<file path="src/input_event_to_hid_report_assert.svh">
// Assertion macros for the keyboard and mouse HID report converter
`ifndef INPUT_EVENT_TO_HID_REPORT_ASSERT_SVH
`define INPUT_EVENT_TO_HID_REPORT_ASSERT_SVH
`ifndef SYNTH
`define IETH_ASSERT_IMP(label, pre, post) \
   label: assert property (@(posedge clock) disable iff (reset) (pre) |-> (post)) \
      else $error("ieth: implication check failed");
`define IETH_ASSERT_NXT(label, pre, post) \
   label: assert property (@(posedge clock) disable iff (reset) (pre) |=> (post)) \
      else $error("ieth: next-cycle check failed");
`else
`define IETH_ASSERT_IMP(label, pre, post)
`define IETH_ASSERT_NXT(label, pre, post)
`endif
`endif

</file>
<file path="src/ieth_pkg.sv">
// Shared types, constants and the key code table of the HID report converter
package ieth_pkg;

   localparam int KEY_SLOTS_DEFAULT = 6;
   localparam int MAX_SLOTS         = 6;
   localparam int SLOT_IDX_W        = 3;
   localparam int MAP_ROWS          = 4;
   localparam int MAP_ROW_W         = 64;
   localparam int ROW_IDX_W         = 2;
   localparam int BIT_IDX_W         = 6;
   localparam int KEY_CODE_W        = 8;

   typedef logic [SLOT_IDX_W-1:0] slot_idx_type;

   localparam logic [1:0] MODE_KEY    = 2'd0;
   localparam logic [1:0] MODE_MOVE   = 2'd1;
   localparam logic [1:0] MODE_BUTTON = 2'd2;
   localparam logic [1:0] MODE_WHEEL  = 2'd3;

   localparam logic [9:0] BUTTON_CODE_LEFT   = 10'h110;
   localparam logic [9:0] BUTTON_CODE_RIGHT  = 10'h111;
   localparam logic [9:0] BUTTON_CODE_MIDDLE = 10'h112;

   localparam logic [1:0] REPORT_ID_KBD   = 2'd1;
   localparam logic [1:0] REPORT_ID_MOUSE = 2'd2;
   localparam logic [3:0] LEN_KBD         = 4'd8;
   localparam logic [3:0] LEN_MOUSE       = 4'd7;

   localparam logic [7:0] MOD_BASE = 8'he0;

   typedef struct packed {
      logic                  start;
      logic                  step;
      logic                  held;
      logic [KEY_CODE_W-1:0] code;
   } scan_ctl_type;

   function automatic logic [7:0] code_lookup(input logic [KEY_CODE_W-1:0] code);
      logic [7:0] hid;
      hid = 8'h00;
      unique case (code)
         8'd1:   hid = 8'h29;  8'd2:   hid = 8'h1e;  8'd3:   hid = 8'h1f;  8'd4:   hid = 8'h20;
         8'd5:   hid = 8'h21;  8'd6:   hid = 8'h22;  8'd7:   hid = 8'h23;  8'd8:   hid = 8'h24;
         8'd9:   hid = 8'h25;  8'd10:  hid = 8'h26;  8'd11:  hid = 8'h27;  8'd12:  hid = 8'h2d;
         8'd13:  hid = 8'h2e;  8'd14:  hid = 8'h2a;  8'd15:  hid = 8'h2b;  8'd16:  hid = 8'h14;
         8'd17:  hid = 8'h1a;  8'd18:  hid = 8'h08;  8'd19:  hid = 8'h15;  8'd20:  hid = 8'h17;
         8'd21:  hid = 8'h1c;  8'd22:  hid = 8'h18;  8'd23:  hid = 8'h0c;  8'd24:  hid = 8'h12;
         8'd25:  hid = 8'h13;  8'd26:  hid = 8'h2f;  8'd27:  hid = 8'h30;  8'd28:  hid = 8'h28;
         8'd29:  hid = 8'he0;  8'd30:  hid = 8'h04;  8'd31:  hid = 8'h16;  8'd32:  hid = 8'h07;
         8'd33:  hid = 8'h09;  8'd34:  hid = 8'h0a;  8'd35:  hid = 8'h0b;  8'd36:  hid = 8'h0d;
         8'd37:  hid = 8'h0e;  8'd38:  hid = 8'h0f;  8'd39:  hid = 8'h33;  8'd40:  hid = 8'h34;
         8'd41:  hid = 8'h35;  8'd42:  hid = 8'he1;  8'd43:  hid = 8'h31;  8'd44:  hid = 8'h1d;
         8'd45:  hid = 8'h1b;  8'd46:  hid = 8'h06;  8'd47:  hid = 8'h19;  8'd48:  hid = 8'h05;
         8'd49:  hid = 8'h11;  8'd50:  hid = 8'h10;  8'd51:  hid = 8'h36;  8'd52:  hid = 8'h37;
         8'd53:  hid = 8'h38;  8'd54:  hid = 8'he5;  8'd55:  hid = 8'h55;  8'd56:  hid = 8'he2;
         8'd57:  hid = 8'h2c;  8'd58:  hid = 8'h39;  8'd59:  hid = 8'h3a;  8'd60:  hid = 8'h3b;
         8'd61:  hid = 8'h3c;  8'd62:  hid = 8'h3d;  8'd63:  hid = 8'h3e;  8'd64:  hid = 8'h3f;
         8'd65:  hid = 8'h40;  8'd66:  hid = 8'h41;  8'd67:  hid = 8'h42;  8'd68:  hid = 8'h43;
         8'd69:  hid = 8'h53;  8'd70:  hid = 8'h47;  8'd71:  hid = 8'h5f;  8'd72:  hid = 8'h60;
         8'd73:  hid = 8'h61;  8'd74:  hid = 8'h56;  8'd75:  hid = 8'h5c;  8'd76:  hid = 8'h5d;
         8'd77:  hid = 8'h5e;  8'd78:  hid = 8'h57;  8'd79:  hid = 8'h59;  8'd80:  hid = 8'h5a;
         8'd81:  hid = 8'h5b;  8'd82:  hid = 8'h62;  8'd83:  hid = 8'h63;  8'd85:  hid = 8'h94;
         8'd86:  hid = 8'h64;  8'd87:  hid = 8'h44;  8'd88:  hid = 8'h45;  8'd89:  hid = 8'h87;
         8'd90:  hid = 8'h92;  8'd91:  hid = 8'h93;  8'd92:  hid = 8'h8a;  8'd93:  hid = 8'h88;
         8'd94:  hid = 8'h8b;  8'd96:  hid = 8'h58;  8'd97:  hid = 8'he4;  8'd98:  hid = 8'h54;
         8'd99:  hid = 8'h46;  8'd100: hid = 8'he6;  8'd102: hid = 8'h4a;  8'd103: hid = 8'h52;
         8'd104: hid = 8'h4b;  8'd105: hid = 8'h50;  8'd106: hid = 8'h4f;  8'd107: hid = 8'h4d;
         8'd108: hid = 8'h51;  8'd109: hid = 8'h4e;  8'd110: hid = 8'h49;  8'd111: hid = 8'h4c;
         8'd113: hid = 8'h7f;  8'd114: hid = 8'h81;  8'd115: hid = 8'h80;  8'd116: hid = 8'h66;
         8'd117: hid = 8'h67;  8'd118: hid = 8'hd7;  8'd119: hid = 8'h48;  8'd121: hid = 8'h85;
         8'd122: hid = 8'h90;  8'd123: hid = 8'h91;  8'd124: hid = 8'h89;  8'd125: hid = 8'he3;
         8'd126: hid = 8'he7;  8'd127: hid = 8'h65;  8'd129: hid = 8'h79;  8'd131: hid = 8'h7a;
         8'd132: hid = 8'h77;  8'd133: hid = 8'h7c;  8'd134: hid = 8'h74;  8'd135: hid = 8'h7d;
         8'd136: hid = 8'h7e;  8'd137: hid = 8'h7b;  8'd138: hid = 8'h75;  8'd179: hid = 8'hb6;
         8'd180: hid = 8'hb7;  8'd183: hid = 8'h68;  8'd184: hid = 8'h69;  8'd185: hid = 8'h6a;
         8'd186: hid = 8'h6b;  8'd187: hid = 8'h6c;  8'd188: hid = 8'h6d;  8'd189: hid = 8'h6e;
         8'd190: hid = 8'h6f;  8'd191: hid = 8'h70;  8'd192: hid = 8'h71;  8'd193: hid = 8'h72;
         8'd194: hid = 8'h73;
         default: hid = 8'h00;
      endcase
      return hid;
   endfunction

endpackage

</file>
<file path="src/ieth_ram.sv">
// Generic single-write, single-read RAM with registered read data
module ieth_ram #(
   parameter int WIDTH = 8,
   parameter int DEPTH = 4,
   localparam int ADDR_W = $clog2(DEPTH)
) (
   input  logic              clock,
   input  logic              wr_en,
   input  logic [ADDR_W-1:0] wr_addr,
   input  logic [WIDTH-1:0]  wr_data,
   input  logic [ADDR_W-1:0] rd_addr,
   output logic [WIDTH-1:0]  rd_data
);

   logic [WIDTH-1:0] mem_ff [DEPTH];
   logic [WIDTH-1:0] rd_data_ff;

   always_ff @(posedge clock) begin
      if (wr_en) begin
         mem_ff[wr_addr] <= wr_data;
      end
      rd_data_ff <= mem_ff[rd_addr];
   end

   assign rd_data = rd_data_ff;

endmodule

</file>
<file path="src/ieth_scan.sv">
// Key scan unit: table lookup, modifier collection and key slot filling
module ieth_scan #(
   parameter int KEY_SLOTS = ieth_pkg::KEY_SLOTS_DEFAULT
) (
   input  logic                                 clock,
   input  logic                                 reset,
   input  ieth_pkg::scan_ctl_type               ctl,
   output logic [7:0]                           mods,
   output logic [ieth_pkg::MAX_SLOTS-1:0][7:0]  slots
);

   localparam ieth_pkg::slot_idx_type SLOT_LIMIT = ieth_pkg::slot_idx_type'(KEY_SLOTS);

   logic [7:0]                          hid;
   logic [7:0]                          mods_ff, mods_in;
   logic [ieth_pkg::MAX_SLOTS-1:0][7:0] slots_ff, slots_in;
   ieth_pkg::slot_idx_type              used_ff, used_in;

   always_comb begin
      hid      = ieth_pkg::code_lookup(ctl.code);
      mods_in  = mods_ff;
      slots_in = slots_ff;
      used_in  = used_ff;
      if (ctl.start) begin
         mods_in  = '0;
         slots_in = '0;
         used_in  = '0;
      end else if (ctl.step && ctl.held && (hid != 8'h00)) begin
         if (hid >= ieth_pkg::MOD_BASE) begin
            mods_in = mods_ff | (8'h01 << hid[2:0]);
         end else if (used_ff < SLOT_LIMIT) begin
            slots_in[used_ff] = hid;
            used_in           = used_ff + ieth_pkg::slot_idx_type'(1);
         end
      end
   end

   always_ff @(posedge clock) begin
      if (reset) begin
         used_ff <= '0;
      end else begin
         used_ff <= used_in;
      end
      mods_ff  <= mods_in;
      slots_ff <= slots_in;
   end

   assign mods  = mods_ff;
   assign slots = slots_ff;

endmodule

</file>
<file path="src/input_event_to_hid_report.sv">
// Keyboard and mouse event to HID report converter, top level.
// Mouse events: report, if any, offered the cycle after the transfer; one transfer a cycle at best.
// A key that changes the map blocks the input until its report is loaded. In order: the check;
// per 64-bit row of the map RAM, a read (load and latch) and one scan unit step per bit; the
// report load into the output register. A key that leaves the map unchanged gives no report.
// Synchronous reset clears the row valid bits, buttons and sequencer at once; no clearing pass.
`include "input_event_to_hid_report_assert.svh"
module input_event_to_hid_report #(
   parameter int KEY_SLOTS = ieth_pkg::KEY_SLOTS_DEFAULT
) (
   input  logic               clock,
   input  logic               reset,
   input  logic               req_valid,
   output logic               req_ready,
   input  logic [1:0]         req_mode,
   input  logic [9:0]         req_event_code,
   input  logic               req_pressed,
   input  logic signed [15:0] req_delta_x,
   input  logic signed [15:0] req_delta_y,
   input  logic signed [7:0]  req_wheel_delta,
   output logic               rsp_valid,
   input  logic               rsp_ready,
   output logic [1:0]         rsp_report_id,
   output logic [7:0]         rsp_byte1,
   output logic [7:0]         rsp_byte2,
   output logic [7:0]         rsp_byte3,
   output logic [7:0]         rsp_byte4,
   output logic [7:0]         rsp_byte5,
   output logic [7:0]         rsp_byte6,
   output logic [7:0]         rsp_byte7,
   output logic [3:0]         rsp_report_length
);

   localparam logic [2:0] ST_IDLE  = 3'd0;
   localparam logic [2:0] ST_CHK   = 3'd1;
   localparam logic [2:0] ST_LOAD  = 3'd2;
   localparam logic [2:0] ST_LATCH = 3'd3;
   localparam logic [2:0] ST_BIT   = 3'd4;
   localparam logic [2:0] ST_OUT   = 3'd5;

   localparam int RW = ieth_pkg::MAP_ROW_W;
   localparam int RI = ieth_pkg::ROW_IDX_W;
   localparam int BI = ieth_pkg::BIT_IDX_W;
   localparam int KC = ieth_pkg::KEY_CODE_W;

   logic [2:0]    state_ff, state_in;
   logic [KC-1:0] cnt_ff, cnt_in;
   logic [RW-1:0] row_ff, row_in;
   logic [RI-1:0] key_row_ff, key_row_in;
   logic [BI-1:0] key_bit_ff, key_bit_in;
   logic          key_press_ff, key_press_in;
   logic [ieth_pkg::MAP_ROWS-1:0] row_valid_ff, row_valid_in;
   logic [2:0]    buttons_ff, buttons_in;

   logic          rsp_valid_ff, rsp_valid_in;
   logic [1:0]    rsp_id_ff, rsp_id_in;
   logic [7:0]    rsp_b1_ff, rsp_b1_in, rsp_b2_ff, rsp_b2_in, rsp_b3_ff, rsp_b3_in;
   logic [7:0]    rsp_b4_ff, rsp_b4_in, rsp_b5_ff, rsp_b5_in, rsp_b6_ff, rsp_b6_in;
   logic [7:0]    rsp_b7_ff, rsp_b7_in;
   logic [3:0]    rsp_len_ff, rsp_len_in;

   logic          ram_wr_en;
   logic [RI-1:0] ram_rd_addr;
   logic [RW-1:0] ram_rd_data;
   logic [RW-1:0] cur_row, next_row, bit_mask;

   logic          out_free, req_fire, kbd_load, mouse_load, btn_known;
   logic [2:0]    btn_mask, btn_next;
   logic [15:0]   m_dx, m_dy;
   logic [7:0]    m_wh;

   ieth_pkg::scan_ctl_type scan_ctl;
   logic [7:0]                          scan_mods;
   logic [ieth_pkg::MAX_SLOTS-1:0][7:0] scan_slots;

   assign out_free  = !rsp_valid_ff || rsp_ready;
   assign req_ready = (state_ff == ST_IDLE) && out_free;
   assign req_fire  = req_valid && req_ready;

   assign ram_rd_addr = (state_ff == ST_IDLE) ? req_event_code[7:6] : cnt_ff[7:6];

   always_comb begin
      bit_mask             = '0;
      bit_mask[key_bit_ff] = 1'b1;
      cur_row  = row_valid_ff[key_row_ff] ? ram_rd_data : '0;
      next_row = key_press_ff ? (cur_row | bit_mask) : (cur_row & ~bit_mask);
   end

   always_comb begin
      btn_known = 1'b1;
      btn_mask  = 3'b000;
      priority if (req_event_code == ieth_pkg::BUTTON_CODE_LEFT) begin
         btn_mask = 3'b001;
      end else if (req_event_code == ieth_pkg::BUTTON_CODE_RIGHT) begin
         btn_mask = 3'b010;
      end else if (req_event_code == ieth_pkg::BUTTON_CODE_MIDDLE) begin
         btn_mask = 3'b100;
      end else begin
         btn_known = 1'b0;
      end
      btn_next = req_pressed ? (buttons_ff | btn_mask) : (buttons_ff & ~btn_mask);
   end

   always_comb begin
      state_in     = state_ff;
      cnt_in       = cnt_ff;
      row_in       = row_ff;
      key_row_in   = key_row_ff;
      key_bit_in   = key_bit_ff;
      key_press_in = key_press_ff;
      row_valid_in = row_valid_ff;
      buttons_in   = buttons_ff;
      ram_wr_en    = 1'b0;
      scan_ctl     = '0;
      kbd_load     = 1'b0;
      mouse_load   = 1'b0;
      m_dx         = '0;
      m_dy         = '0;
      m_wh         = '0;
      unique case (state_ff)
         ST_IDLE: begin
            if (req_fire) begin
               unique case (req_mode)
                  ieth_pkg::MODE_KEY: begin
                     key_row_in   = req_event_code[7:6];
                     key_bit_in   = req_event_code[5:0];
                     key_press_in = req_pressed;
                     state_in     = ST_CHK;
                  end
                  ieth_pkg::MODE_MOVE: begin
                     mouse_load = 1'b1;
                     m_dx       = req_delta_x;
                     m_dy       = req_delta_y;
                  end
                  ieth_pkg::MODE_BUTTON: begin
                     if (btn_known && (btn_next != buttons_ff)) begin
                        buttons_in = btn_next;
                        mouse_load = 1'b1;
                     end
                  end
                  ieth_pkg::MODE_WHEEL: begin
                     mouse_load = 1'b1;
                     m_wh       = req_wheel_delta;
                  end
               endcase
            end
         end
         ST_CHK: begin
            if (next_row != cur_row) begin
               ram_wr_en                = 1'b1;
               row_valid_in[key_row_ff] = 1'b1;
               scan_ctl.start           = 1'b1;
               cnt_in                   = '0;
               state_in                 = ST_LOAD;
            end else begin
               state_in = ST_IDLE;
            end
         end
         ST_LOAD: begin
            state_in = ST_LATCH;
         end
         ST_LATCH: begin
            row_in   = row_valid_ff[cnt_ff[7:6]] ? ram_rd_data : '0;
            state_in = ST_BIT;
         end
         ST_BIT: begin
            scan_ctl.step = 1'b1;
            scan_ctl.held = row_ff[0];
            scan_ctl.code = cnt_ff;
            row_in        = row_ff >> 1;
            cnt_in        = cnt_ff + KC'(1);
            if (cnt_ff[5:0] == '1) begin
               state_in = (cnt_ff == '1) ? ST_OUT : ST_LOAD;
            end
         end
         ST_OUT: begin
            if (out_free) begin
               kbd_load = 1'b1;
               state_in = ST_IDLE;
            end
         end
         default: begin
            state_in = ST_IDLE;
         end
      endcase
   end

   always_comb begin
      rsp_id_in  = rsp_id_ff;
      rsp_b1_in  = rsp_b1_ff;
      rsp_b2_in  = rsp_b2_ff;
      rsp_b3_in  = rsp_b3_ff;
      rsp_b4_in  = rsp_b4_ff;
      rsp_b5_in  = rsp_b5_ff;
      rsp_b6_in  = rsp_b6_ff;
      rsp_b7_in  = rsp_b7_ff;
      rsp_len_in = rsp_len_ff;
      priority if (kbd_load) begin
         rsp_id_in  = ieth_pkg::REPORT_ID_KBD;
         rsp_b1_in  = scan_mods;
         rsp_b2_in  = scan_slots[0];
         rsp_b3_in  = scan_slots[1];
         rsp_b4_in  = scan_slots[2];
         rsp_b5_in  = scan_slots[3];
         rsp_b6_in  = scan_slots[4];
         rsp_b7_in  = scan_slots[5];
         rsp_len_in = ieth_pkg::LEN_KBD;
      end else if (mouse_load) begin
         rsp_id_in  = ieth_pkg::REPORT_ID_MOUSE;
         rsp_b1_in  = {5'b00000, buttons_in};
         rsp_b2_in  = m_dx[7:0];
         rsp_b3_in  = m_dx[15:8];
         rsp_b4_in  = m_dy[7:0];
         rsp_b5_in  = m_dy[15:8];
         rsp_b6_in  = m_wh;
         rsp_b7_in  = 8'h00;
         rsp_len_in = ieth_pkg::LEN_MOUSE;
      end
      priority if (kbd_load || mouse_load) begin
         rsp_valid_in = 1'b1;
      end else if (rsp_ready) begin
         rsp_valid_in = 1'b0;
      end else begin
         rsp_valid_in = rsp_valid_ff;
      end
   end

   always_ff @(posedge clock) begin
      if (reset) begin
         state_ff     <= ST_IDLE;
         cnt_ff       <= '0;
         row_valid_ff <= '0;
         buttons_ff   <= '0;
         rsp_valid_ff <= 1'b0;
      end else begin
         state_ff     <= state_in;
         cnt_ff       <= cnt_in;
         row_valid_ff <= row_valid_in;
         buttons_ff   <= buttons_in;
         rsp_valid_ff <= rsp_valid_in;
      end
      row_ff       <= row_in;
      key_row_ff   <= key_row_in;
      key_bit_ff   <= key_bit_in;
      key_press_ff <= key_press_in;
      rsp_id_ff    <= rsp_id_in;
      rsp_b1_ff    <= rsp_b1_in;
      rsp_b2_ff    <= rsp_b2_in;
      rsp_b3_ff    <= rsp_b3_in;
      rsp_b4_ff    <= rsp_b4_in;
      rsp_b5_ff    <= rsp_b5_in;
      rsp_b6_ff    <= rsp_b6_in;
      rsp_b7_ff    <= rsp_b7_in;
      rsp_len_ff   <= rsp_len_in;
   end

   ieth_ram #(
      .WIDTH (RW),
      .DEPTH (ieth_pkg::MAP_ROWS)
   ) u_key_map (
      .clock   (clock),
      .wr_en   (ram_wr_en),
      .wr_addr (key_row_ff),
      .wr_data (next_row),
      .rd_addr (ram_rd_addr),
      .rd_data (ram_rd_data)
   );

   ieth_scan #(
      .KEY_SLOTS (KEY_SLOTS)
   ) u_scan (
      .clock (clock),
      .reset (reset),
      .ctl   (scan_ctl),
      .mods  (scan_mods),
      .slots (scan_slots)
   );

   assign rsp_valid         = rsp_valid_ff;
   assign rsp_report_id     = rsp_id_ff;
   assign rsp_byte1         = rsp_b1_ff;
   assign rsp_byte2         = rsp_b2_ff;
   assign rsp_byte3         = rsp_b3_ff;
   assign rsp_byte4         = rsp_b4_ff;
   assign rsp_byte5         = rsp_b5_ff;
   assign rsp_byte6         = rsp_b6_ff;
   assign rsp_byte7         = rsp_b7_ff;
   assign rsp_report_length = rsp_len_ff;

   `IETH_ASSERT_IMP(a_busy_not_ready, (state_ff != ST_IDLE), !req_ready)
   `IETH_ASSERT_IMP(a_idle_cnt_zero, (state_ff == ST_IDLE), (cnt_ff == '0))
   `IETH_ASSERT_NXT(a_scan_end_report, (state_ff == ST_OUT) && out_free,
                    rsp_valid && (rsp_report_id == ieth_pkg::REPORT_ID_KBD))
   `IETH_ASSERT_IMP(a_spare_slot_zero,
                    rsp_valid && (rsp_report_id == ieth_pkg::REPORT_ID_KBD)
                    && (KEY_SLOTS < ieth_pkg::MAX_SLOTS), (rsp_byte7 == 8'h00))

endmodule
</file>
<file path="config.mk">
export PLATFORM = sky130hd
export DESIGN_NAME = input_event_to_hid_report
export DESIGN_NICKNAME = d
export VERILOG_FILES = /design/src/ieth_pkg.sv /design/src/ieth_ram.sv /design/src/ieth_scan.sv /design/src/input_event_to_hid_report.sv
export VERILOG_INCLUDE_DIRS = /design/src /design/src/src
export SDC_FILE = /design/constraint.sdc
export NUM_CORES = 1
export LEC_CHECK = 0
export BUFFER_PORTS_ARGS = -buffer_cell sky130_fd_sc_hd__buf_4
export CAP_MARGIN = 20
export CORE_MARGIN = 3
export CORE_UTILIZATION = 55
export CTS_BUF_LIST = sky130_fd_sc_hd__clkbuf_8
export CTS_CLUSTER_SIZE = 40
export DETAILED_ROUTE_END_ITERATION = 6
export PLACE_DENSITY = 0.82
export SYNTH_ARGS = -nofsm -noshare
export SYNTH_HDL_FRONTEND = slang
export SYNTH_HIERARCHICAL = 1
export SYNTH_SLANG_ARGS = --single-unit
</file>
<file path="constraint.sdc">
create_clock -name clock -period 7.91 [get_ports clock]
set_input_delay 0.791 -clock clock [delete_from_list [all_inputs] [get_ports clock]]
set_output_delay 0.791 -clock clock [all_outputs]
set_load 0.01 [all_outputs]
</file>
Word level (Yosys, flattened, before mapping)
Memory sizes are Yosys's and may differ from the RTL's. A register that Yosys moved wholly into a read port is not among the register bits.
Index checks and enable logic that the tools add are counted.

operators by class
  equality and inequality tests = 20
  $lt $le $gt $ge = 9
  bitwise logic cells = 9
  muxes and demuxes = 72
  reduce and logical (&&, ||, !) cells = 26
  $add $sub $neg = 2
  shift-type cells = 1

operators with widths
  cell                                                       number
  2-to-1 mux 64 bit                                          3
  2-to-1 mux 8 bit                                           19
  case mux 64 bit (2 select lines)                           1
  2-to-1 mux 16 bit                                          6
  bitwise AND 64 bit                                         1
  != test 64 bit                                             1
  NOT 64 bit                                                 1
  OR 64 bit                                                  1
  bitwise mux 48 bit                                         1
  2-to-1 mux 3 bit                                           13
  equality test 10 x 9 -> 1 bit (second input constant)      3
  demux 8 bit (select 3 bit)                                 1
  2-to-1 mux 1 bit                                           18
  case mux 3 bit (6 select lines)                            1
  case mux 8 bit (2 select lines)                            1
  2-to-1 mux 10 bit                                          1
  adder 8 x 1 -> 8 bit (second input constant)               1
  equality test 8 bit (second input constant)                1
  greater-or-equal comparator 8 bit (second input constant)  1
  logical AND 1 bit                                          8
  != test 2 bit (second input constant)                      4
  OR 8 bit                                                   1
  nonzero test 2 bit                                         4
  nonzero test 8 bit                                         1
  35 further kinds                                           46

word-level totals
  output and inout bits = 64
  memories = 2
  memory bits (read-only) = 2048
  RAM bits = 256
  bits of input ports = 57
  flip-flop bits (word level) = 213

memories
  name              depth  width  read ports  clocked after Yosys merged registers in  write ports  RTL line        text
  (name not given)  256    8      1           0                                        0            ieth_pkg.sv:41  unique case (code)
  u_key_map.mem_ff  4      64     1           1                                        1            ieth_ram.sv:15  logic [WIDTH-1:0] mem_ff [DEPTH];

Logic depth before layout (Yosys ltp)
Gate-level depths: netlist of the first run.

  depth after elaboration = 15
  gate-level depth with buffers = 19

Modules after synthesis
Netlist of the first run, hierarchy kept.

by module, submodules not included
  module                     instances  cells each  area each (µm²)
  ieth_ram                   1          402         10622.7
  input_event_to_hid_report  1          1082        9723.1
  ieth_scan                  1          535         4419.2

Least setup slack after synthesis of the first run
No wires, ideal clock.

  path kind = register to register
  start = register key_bit_ff[3]
  end = memory u_key_map/mem_ff[0][0] in the netlist's numbering (enable)
  required time = 7332 ps
  cell stages (with the launch flop) = 11
  clock period less this slack = 7702 ps
  path buffers = 2
  data arrival time = 7124 ps
  path slack = 208 ps
  cell sequence = edfxtp_1 buf_6 buf_2 or3b_2 a2111oi_0 a31oi_1 o211a_1 o32ai_2 nor4_4 a21oi_4 nor3b_1

between the ends
  cells in the longest elaborated chain, start to end = 12
  elaborated cells on any way between the ends = 14

RTL lines
  item                                                                                                                    RTL line                          text
  from (decl)                                                                                                             input_event_to_hid_report.sv:50   logic [BI-1:0] key_bit_ff, key_bit_in;
  from (signal assigned)                                                                                                  input_event_to_hid_report.sv:244  key_bit_ff <= key_bit_in;
  < comparator 6 x 7 -> 1 bit (not written as such) / greater-or-equal comparator 6 x 1 -> 1 bit (equally long branches)  input_event_to_hid_report.sv:84   bit_mask[key_bit_ff] = 1'b1;
  logical AND 1 bit (not written as such)                                                                                 input_event_to_hid_report.sv:84
  2-to-1 mux 1 bit (not written as such)                                                                                  input_event_to_hid_report.sv:84
  demux 1 bit (select 6 bit) *                                                                                            input_event_to_hid_report.sv:84
  NOT 64 bit                                                                                                              input_event_to_hid_report.sv:86   next_row = key_press_ff ? (cur_row | bit_mask) : (cur_row & ~bit_mask);
  bitwise AND 64 bit                                                                                                      input_event_to_hid_report.sv:86
  2-to-1 mux 64 bit *                                                                                                     input_event_to_hid_report.sv:86
  != test 64 bit *                                                                                                        input_event_to_hid_report.sv:149  if (next_row != cur_row) begin
  2-to-1 mux 1 bit *                                                                                                      input_event_to_hid_report.sv:149
  2-to-1 mux 1 bit *                                                                                                      input_event_to_hid_report.sv:120  unique case (state_ff)
  via ram_wr_en                                                                                                           input_event_to_hid_report.sv:62   logic ram_wr_en;
  2-to-1 mux 1 bit *                                                                                                      ieth_ram.sv:19                    if (wr_en) begin
  2-to-1 mux 1 bit (not written as such) *                                                                                ieth_ram.sv:20                    mem_ff[wr_addr] <= wr_data;
  to (decl)                                                                                                               ieth_ram.sv:15

Mark *: on every way through the listed nets, which the timed path passes. The rest lies on a longest branch.

Final worst setup path of the first run
  start = register key_bit_ff[1]
  end = memory u_key_map/mem_ff[1][34] in the netlist's numbering (enable)

The elaborated chain is that of the path after synthesis.

==> impl_metrics.yaml, run 1 <==
critical_path:
  critPathKind: "reg2reg"
  r2r_start: "key_bit_ff[1]"
  cp.required_ps: 8210
  cp-end-kind: "flop"
  reg2regPathDepth: 12
  worstPathMaxFanout: 77
  cp_data_arrival_time_ps: 5850
  r2r-end: "u_key_map/mem_ff[1][34]"
  cp-start-kind: "flop"
  r2r_slack_ps: 2360
placed_design:
  hpwl_um: 46500
  place.gp.congestion: 1.01
  port_buffers: 120
  dp_slack_ps: 2340
  dp_cells: 2593
timing:
  setup-violations-final: 0
  post-route-period-util_pct: 70.2
  maxSlewViolCount: 0
  timing_hold_violations_final: 0
  rsz0062_at_grt: "no"
  finClkSkew_ps: 45.3
  fin_tns_setup_ps: 0
  maxSlewHeadroom_pct: 20.6
  tightest_slew_ps: 1170
  timing.final.crit_period_ps: 5550
  setup_ws_ps: 2360
  timing.fmax_mhz: 180
synth:
  synth_area_leaders: "edfxtp_1, dfxtp_1, mux4_2"
  synth_top_area_cell: "edfxtp_1"
  syn_nets: 2091
  avgSynthCellArea_um2: 12.3
  synthCells: 2019
  synth_top_area_share_pct: 46.7
  synth_flop_cell: "edfxtp_1"
  async_flop_share_pct: 0
  synth_area_um2: 24800
  synth-edff-count: 385
  yosys.cell_types.count: 100
  synth_seq_area_share_pct: 58.3
  synth_seq_cells: 529
  yosys_warnings: 6
route:
  ant_nets: 0
  wl_per_cell_um: 25.2
  remaining_drc_errors: 0
  drt-total-wl_um: 69500
  first_iter_violations: 2052
  vias: 17800
  viasPerCell: 6.48
  dr.pass1.iters: 7
power:
  power_density_nw_per_um2: 229
  p_comb_share_pct: 10.4
  power_switching_uw: 1620
  swShare_pct: 25.7
  clkPwrFrac_pct: 36.9
  peakVddDrop_mv: 0.196
  p_leak_uw: 0.00968
  internal-power_uw: 4690
  p_seq_share_pct: 52.7
final_layout:
  final_net_count: 2161
  areaGrowthSynthToFinish_pct: 11.3
  drive_gt1_share_pct: 18.7
  final_common_cell: "edfxtp_1"
  final_cell_mix: "edfxtp_1, nand2_1, o21ai_0, buf_4, dfxtp_1"
  fin_cells: 2753
min_path:
  hold_depth: 1
  hold_end: "key_bit_ff[4]"
  hp-start: "req_event_code[4]"
  hp-class: "in2reg"
clock_network:
  clkTransAtPathRegs_ps: 60
  cts_sinks: 529
  post_cts_buffers: 0
  clock-root-buffer: "clkbuf_8"
  clock_latency_ps: 680
  clockBufferDepth: 3
  cts_resized: 0
  cts_max_level: 3
  cts_buffers: 83
  cts_tree: "built"
  ctsHoldBuffers: 0
global_routing:
  grt_usage_pct: 28.9
  grt_pass1_wl_um: 105000
  overflow: 0
  grt_antenna_before_repair: 2
  grt_max_degree: 79
  grt_pass1_vias: 17700
die:
  dieArea_um2: 47600
  num_io_pins: 121
  row_count: 77
  die_w_um: 218
  core-area_um2: 44300
  die_h_um: 218
  start_util_pct: 55.9
job:
  cap_violations: 0
run_status:
  status: "finished clean"
## critical path, cell delays in order, from the launching register on
cell and delay [ps]:
edfxtp_1 330, buf_4 330, nand2_1 570, buf_4 440, nor3_1 390, a221o_1 220
a21oi_1 40, a211oi_1 520, a2111oi_4 110, a21oi_4 190, buf_4 510, and3b_2 820
buf_4 630
## sequential cells by signal, summed over array words and instances (netlist names), 48 cells and up
| signal | cells |
|---|---|
| u_scan/slots | 48 |
| u_key_map/rd_data | 64 |
| row_ff | 64 |
| u_key_map/mem_ff | 256 |
## kinds of logic (layout without fill, tap and decap cells)
family,Yosys count,in the layout,share of synthesized area (%)
muxes,144,144,9.41
other,0,2,0
DFF,529,529,58.3
and+or+nand+nor,617,617,13.0
xor gates and xnor gates,8,8,0.283
AOI/OAI and AO/OA,491,491,13.7
adders and majority gates,15,15,0.758
buffers and inverters,215,355,4.50
## layer usage
metal	track usage (%)	wire (um)
met1	36.7	26400
met2	47.4	34100
met5	0	13
met3	6.47	5830
met4	14.0	3090
## cell type report
cell class	instances	area [um2]
Antenna cell	2	5.00
Clock buffer	95	1310
Clock inverter	60	420
Fill cell	3354	16800
Inverter	42	158
Multi-Input combinational cell	1275	9260
Sequential cell	529	14400
Tap cell	592	741
Timing Repair Buffer	158	1220
## synthesized netlist by cell type (40+ instances only)
master    instances
o21ai_0         162
buf_2            47
dfxtp_1         144
a22o_1           43
nand2_1         231
o32ai_1          40
mux4_2           65
mux2i_1          67
nor3_1           44
edfxtp_1        385
nand2b_1         76
nor2_1           80
clkbuf_1         80
## power by group through the flow
stage,clock network (uW),logic [uW],registers (uW)
after global routing,2500,713,3330
final,2330,658,3330
after global placement,0,633,3370
after CTS,2370,654,3320
after detailed placement,0,650,3370
after floorplan,0,466,3280
## stage by stage
step	util (%)	hold slack (ps)	cell area, um2	power (uW)
final	62.2	315	27600	6310
after detailed placement	58.1	466	25800	4020
after CTS	62.0	273	27500	6340
after global routing	62.2	287	27500	6540
after floorplan	-	444	24800	3750
after global placement	58.1	457	25800	4000
## how the worst max path moves through the flow
| stage | slack (ps) | end | cells after the start | start |
|---|---|---|---|---|
| 2_1_floorplan | 210 | u_key_map/mem_ff[0][0] | 10 | key_bit_ff[3] |
| 3_3_place_gp | 2520 | u_key_map/mem_ff[1][36] | 10 | key_bit_ff[2] |
| 5_1_grt | 1960 | u_scan/slots[26] | 15 | state_ff[0] |
| 4_1_cts | 2240 | u_scan/slots[25] | 14 | state_ff[0] |
| 6_report | 2360 | u_key_map/mem_ff[1][34] | 12 | key_bit_ff[1] |
| 3_5_place_dp | 2340 | u_scan/slots[25] | 14 | state_ff[0] |
Power figures use the tool's default switching activity.
==> inputs of run 2 (changes only) <==
clock period = 4.9 ns   (was 7.91 ns; I/O delays follow)
==> run 2 against run 1 <==
Critical path depth is 1 higher. Via count is 2.8% higher. Final area is 1.6% higher. Largest cell class unchanged.
==> impl_metrics.yaml, run 2 (same netlist as run 1, synthesis figures left out) <==
global_routing:
  overflow: 0
  grt_antenna_before_repair: 1
  grt_max_degree: 78
  grt_pass1_wl_um: 108000
  grt_usage_pct: 29.5
  grt_pass1_vias: 17900
placed_design:
  place.gp.congestion: 1.07
  placed_area_um2: 26200
  hpwl_um: 47100
  port_buffers: 120
  dp_slack_ps: 490
clock_network:
  clock-root-buffer: "clkbuf_8"
  clock_latency_ps: 690
  cts_tree: "built"
  cts_buffers: 84
  cts_sinks: 529
  clockBufferDepth: 3
  cts_max_level: 3
  clkTransAtPathRegs_ps: 70
critical_path:
  critPathLaunch: "state_ff[0]"
  critPathBufInv: 2
  critPathKind: "reg2reg"
  cp_data_arrival_time_ps: 4970
  cp.required_ps: 5430
  cp-start-kind: "flop"
  slowest_stage: "or4b_1"
  r2r_start: "state_ff[0]"
  max_stage_delay_ps: 760
  critical_path.top_delay_family: "simple AND/OR/NAND/NOR gates"
  worstPathMaxFanout: 17
  crit_chain: "nor2_1, and3_1, buf_4, ha_1, inv_1, mux4_2, o21ai_0, a211o_1, a31oi_1, nand4_1, o21ai_1, or4b_1, mux2i_1"
  cp-end-kind: "flop"
timing:
  setup_ws_ps: 459
  timing.final.crit_period_ps: 4440
  maxSlewViolCount: 0
  maxSlewHeadroom_pct: 29.1
  finClkSkew_ps: 48.8
  fin_tns_setup_ps: 0
  rsz0062_at_grt: "no"
  timing.fmax_mhz: 225
  post-route-period-util_pct: 90.6
  setup-violations-final: 0
  tightest_slew_ps: 1060
  timing_hold_violations_final: 0
  worst_hold_slack_ps: 91.1
min_path:
  hp-start: "req_delta_y[14]"
  hp-class: "in2reg"
final_layout:
  final_cell_mix: "edfxtp_1, nand2_1, buf_4, o21ai_0, dfxtp_1"
  drive_gt1_share_pct: 20.0
  diodes: 0
  stdcell_area_um2: 28000
  regMostFlops: "u_key_map/mem_ff"
  areaGrowthSynthToFinish_pct: 13.0
  largest_reg_flops: 256
  final_common_cell: "edfxtp_1"
  final_net_count: 2214
  fillers: 3243
route:
  dr.pass1.iters: 6
  first_iter_violations: 2030
  wl_per_cell_um: 25.4
  viasPerCell: 6.54
  remaining_drc_errors: 0
  ant_nets: 0
  drt-total-wl_um: 71200
  vias: 18300
die:
  dieArea_um2: 47600
  row_count: 77
  start_util_pct: 55.9
  num_io_pins: 121
  die_w_um: 218
  core-area_um2: 44300
  die_h_um: 218
power:
  p_leak_uw: 0.00992
  peakVddDrop_mv: 0.436
  power_density_nw_per_um2: 362
job:
  cap_violations: 0
run_status:
  status: "finished clean"
-- run 2: changes by cell type in the layout (fill, tap and decap cells not counted), moves of 2 or more --
cell	delta
dlygate4sd3_1	+8
buf_4	+37
buf_12	+8
diode_2	-2
bufinv_16	-2
clkinv_1	+6
clkinv_2	-3
inv_6	-2
-- run 2: path summary, 6_finish.rpt --
check | cells after the start | endpoint | slack, ps
min reg2reg | 2 | u_scan/mods[6] | 470
max | 13 | u_scan/slots[0] | 460
max reg2reg | 13 | u_scan/slots[0] | 460
min | 2 | rsp_byte5[6] | 90
-- run 2: layout make-up --
class,instances,area (um2),area share (%)
repair buffers,210,1710,6.11
clock inverters,61,367,1.31
multi-input cells,1275,9270,33.1
inverters,42,158,0.563
flip-flops and latches,529,14400,51.6
clock buffers,95,1310,4.67
well taps,592,741,2.65
-- run 2: timing repair --
item | in CTS | in global routing
resized for setup | 0 | 0
hold buffers | 8 | 0
hold endpoints to repair | 8 | 0
setup buffers | 0 | 0
-- run 2: worst register-to-register path, cell delays in order (launching register included) --
cell and delay [ps]:
dfxtp_1 390, nor2_1 460, and3_1 250, buf_4 260, ha_1 390, inv_1 130, mux4_2 470, o21ai_0 290
a211o_1 180, a31oi_1 160, nand4_1 220, o21ai_1 130, or4b_1 760, mux2i_1 210
-- run 2: layer usage --
metal | up-vias | track usage [%] | share of wire (%)
met5 | - | 0 | 0.015
met4 | 2 | 16.0 | 5.5
met3 | 249 | 5.01 | 7.5
met2 | 1077 | 48.5 | 49
met1 | 9015 | 37.5 | 38
li1 | 7992 | - | -
-- run 2: through the flow --
step	util (%)	power, uW	cells
after floorplan	-	6050	2019
after global placement	59.2	6440	2639
after detailed placement	59.2	6470	2639
after CTS	63.1	10100	2803
after global routing	63.2	10500	2804
final	63.2	10100	2804
-- run 2: where the power goes --
| group | leakage, uW | total [uW] | switching (uW) | internal, uW |
|---|---|---|---|---|
| Clock | 0.000968 | 3700 | 1750 | 1950 |
| Sequential | 0.00473 | 5330 | 255 | 5070 |
| Combinational | 0.00422 | 1090 | 635 | 458 |
| Total | 0.00992 | 10100 | 2640 | 7480 |
==> inputs of run 3 (changes only) <==
PLACE_DENSITY = 0.76   (was 0.82)
==> run 3 against run 2 <==
Hold slack lost 32 ps. Register-to-register slack got worse by 98 ps. Largest cell class unchanged. Sequential power hardly changed. Cell count barely moved. Via count decreased by 1.4%. Sequential cell count stayed put. Clock skew is 6.3 ps lower. Utilization about the same. First-iteration DRC count increased by 12%. Worst setup slack worse by 98 ps. Non-clock buffer count is 4 higher. Fmax down 2.2%. Critical endpoint is now u_scan/slots[27].
==> impl_metrics.yaml, run 3 (same netlist as run 1, synthesis figures left out) <==
timing:
  timing.final.crit_period_ps: 4540
  worst_hold_slack_ps: 59.3
  post-route-period-util_pct: 92.6
  timing_hold_violations_final: 0
  timing.fmax_mhz: 220
  tightest_slew_ps: 947
  maxSlewHeadroom_pct: 36.9
  finClkSkew_ps: 42.4
  maxSlewViolCount: 0
  fin_tns_setup_ps: 0
  setup-violations-final: 0
  rsz0062_at_grt: "no"
power:
  p_leak_uw: 0.00993
  peakVddDrop_mv: 0.324
  power_density_nw_per_um2: 358
global_routing:
  overflow: 0
  grt_pass1_vias: 17900
  grt_pass1_wl_um: 107000
  grt_antenna_before_repair: 0
  grt_max_degree: 78
  grt_usage_pct: 29.5
critical_path:
  worstPathMaxFanout: 37
  cp_data_arrival_time_ps: 5120
  crit_chain: "nor2_1, nand2_2, inv_2, nand2_1, inv_2, buf_4, a211oi_1, o311ai_0, nand4_1, a31oi_1, nand3_2, nor2_2, nand4bb_1, mux2i_1"
  reg2regPathDepth: 14
  cp-start-kind: "flop"
  max_stage_delay_ps: 520
  slowest_stage: "nand4bb_1"
  path_common_cell: "inv_2"
  critPathKind: "reg2reg"
  cp.required_ps: 5480
  cp-end-kind: "flop"
clock_network:
  cts_tree: "built"
  clkTransAtPathRegs_ps: 70
  clock_latency_ps: 680
  clockBufferDepth: 3
  clock-root-buffer: "clkbuf_8"
  cts_buffers: 83
  cts_max_level: 3
  cts_sinks: 529
placed_design:
  hpwl_um: 48100
  port_buffers: 120
  placed_area_um2: 26300
  place.gp.congestion: 1.08
  dp_cells: 2645
min_path:
  hold_depth: 1
  hp-class: "in2reg"
die:
  die_w_um: 218
  dieArea_um2: 47600
  start_util_pct: 55.9
  die_h_um: 218
  core-area_um2: 44300
  row_count: 77
  num_io_pins: 121
final_layout:
  drive_gt1_share_pct: 20.4
  diodes: 0
  regMostFlops: "u_key_map/mem_ff"
  areaGrowthSynthToFinish_pct: 13.1
  final_net_count: 2217
  fillers: 3340
  fin_cells: 2805
  largest_reg_flops: 256
  final_common_cell: "edfxtp_1"
  final_cell_mix: "edfxtp_1, nand2_1, buf_4, o21ai_0, dfxtp_1"
  stdcell_area_um2: 28000
route:
  first_iter_violations: 2278
  ant_nets: 0
  wl_per_cell_um: 25.1
  dr.pass1.iters: 6
  remaining_drc_errors: 0
  drt-total-wl_um: 70300
  m1WireLength_um: 26600
  routed-wl-met3_um: 5410
  dr.max_layer_used: "met4"
  viasPerCell: 6.45
  vias: 18100
  route.met2.wl_um: 34500
run_status:
  status: "finished clean"
job:
  cap_violations: 0
[run 3: changes by cell type in the layout (fill, tap and decap cells not counted), sizes merged]
cell,before,now
dlygate4sd3,8,6
clkinvlp,3,1
buf,202,208
bufinv,3,2
clkbuf,95,96
clkinv,21,24
inv,76,72
[run 3: metrics by stage]
stage	util, %	power [uW]	worst slack (ps)
finish	63.2	10000	361
floorplan	-	6050	355
CTS	63.1	10100	384
detailed placement	59.3	6480	414
global placement	59.3	6460	462
global route	63.2	10400	24.5
[run 3: worst max-delay path: cells and delay by family (launching register included)]
family,cells,cell delay [ps]
and+or+nand+nor,7,1790
AOI/OAI and AO/OA,3,990
buffers and inverters,3,950
muxes,1,280
DFF,1,400
[run 3: path summary, 6_finish.rpt]
path                     start          endpoint  slack, ps
max                state_ff[0]  u_scan/slots[27]        360
min reg2reg   u_scan/slots[46]  u_scan/slots[46]        480
min          req_event_code[3]     key_bit_ff[3]         60
max reg2reg        state_ff[0]  u_scan/slots[27]        360
[run 3: cell type report]
type,instances,area [um2],area share [%]
Sequential cell,529,14400,51.6
Timing Repair Buffer,214,1770,6.33
Inverter,42,158,0.563
Clock inverter,57,309,1.10
Clock buffer,96,1320,4.72
Tap cell,592,741,2.64
Multi-Input combinational cell,1275,9260,33.1
[run 3: routing by layer]
metal	global-route usage (%)	up-vias
met5	0	-
met3	4.81	221
met4	15.6	0
met2	49.0	938
li1	-	8006
met1	37.5	8916
[run 3: power by group]
| group | leakage, uW | switching, uW | internal, uW | total [uW] |
|---|---|---|---|---|
| Sequential | 0.00473 | 257 | 5070 | 5330 |
| Clock | 0.000949 | 1710 | 1910 | 3610 |
| Combinational | 0.00425 | 633 | 461 | 1090 |
[run 3: repair_timing]
item / 4_1_cts / 5_1_grt
setup buffers: 0 / 0
resized for setup: 0 / 0
hold buffers: 6 / 0
endpoints found under the hold margin: 6 / 0
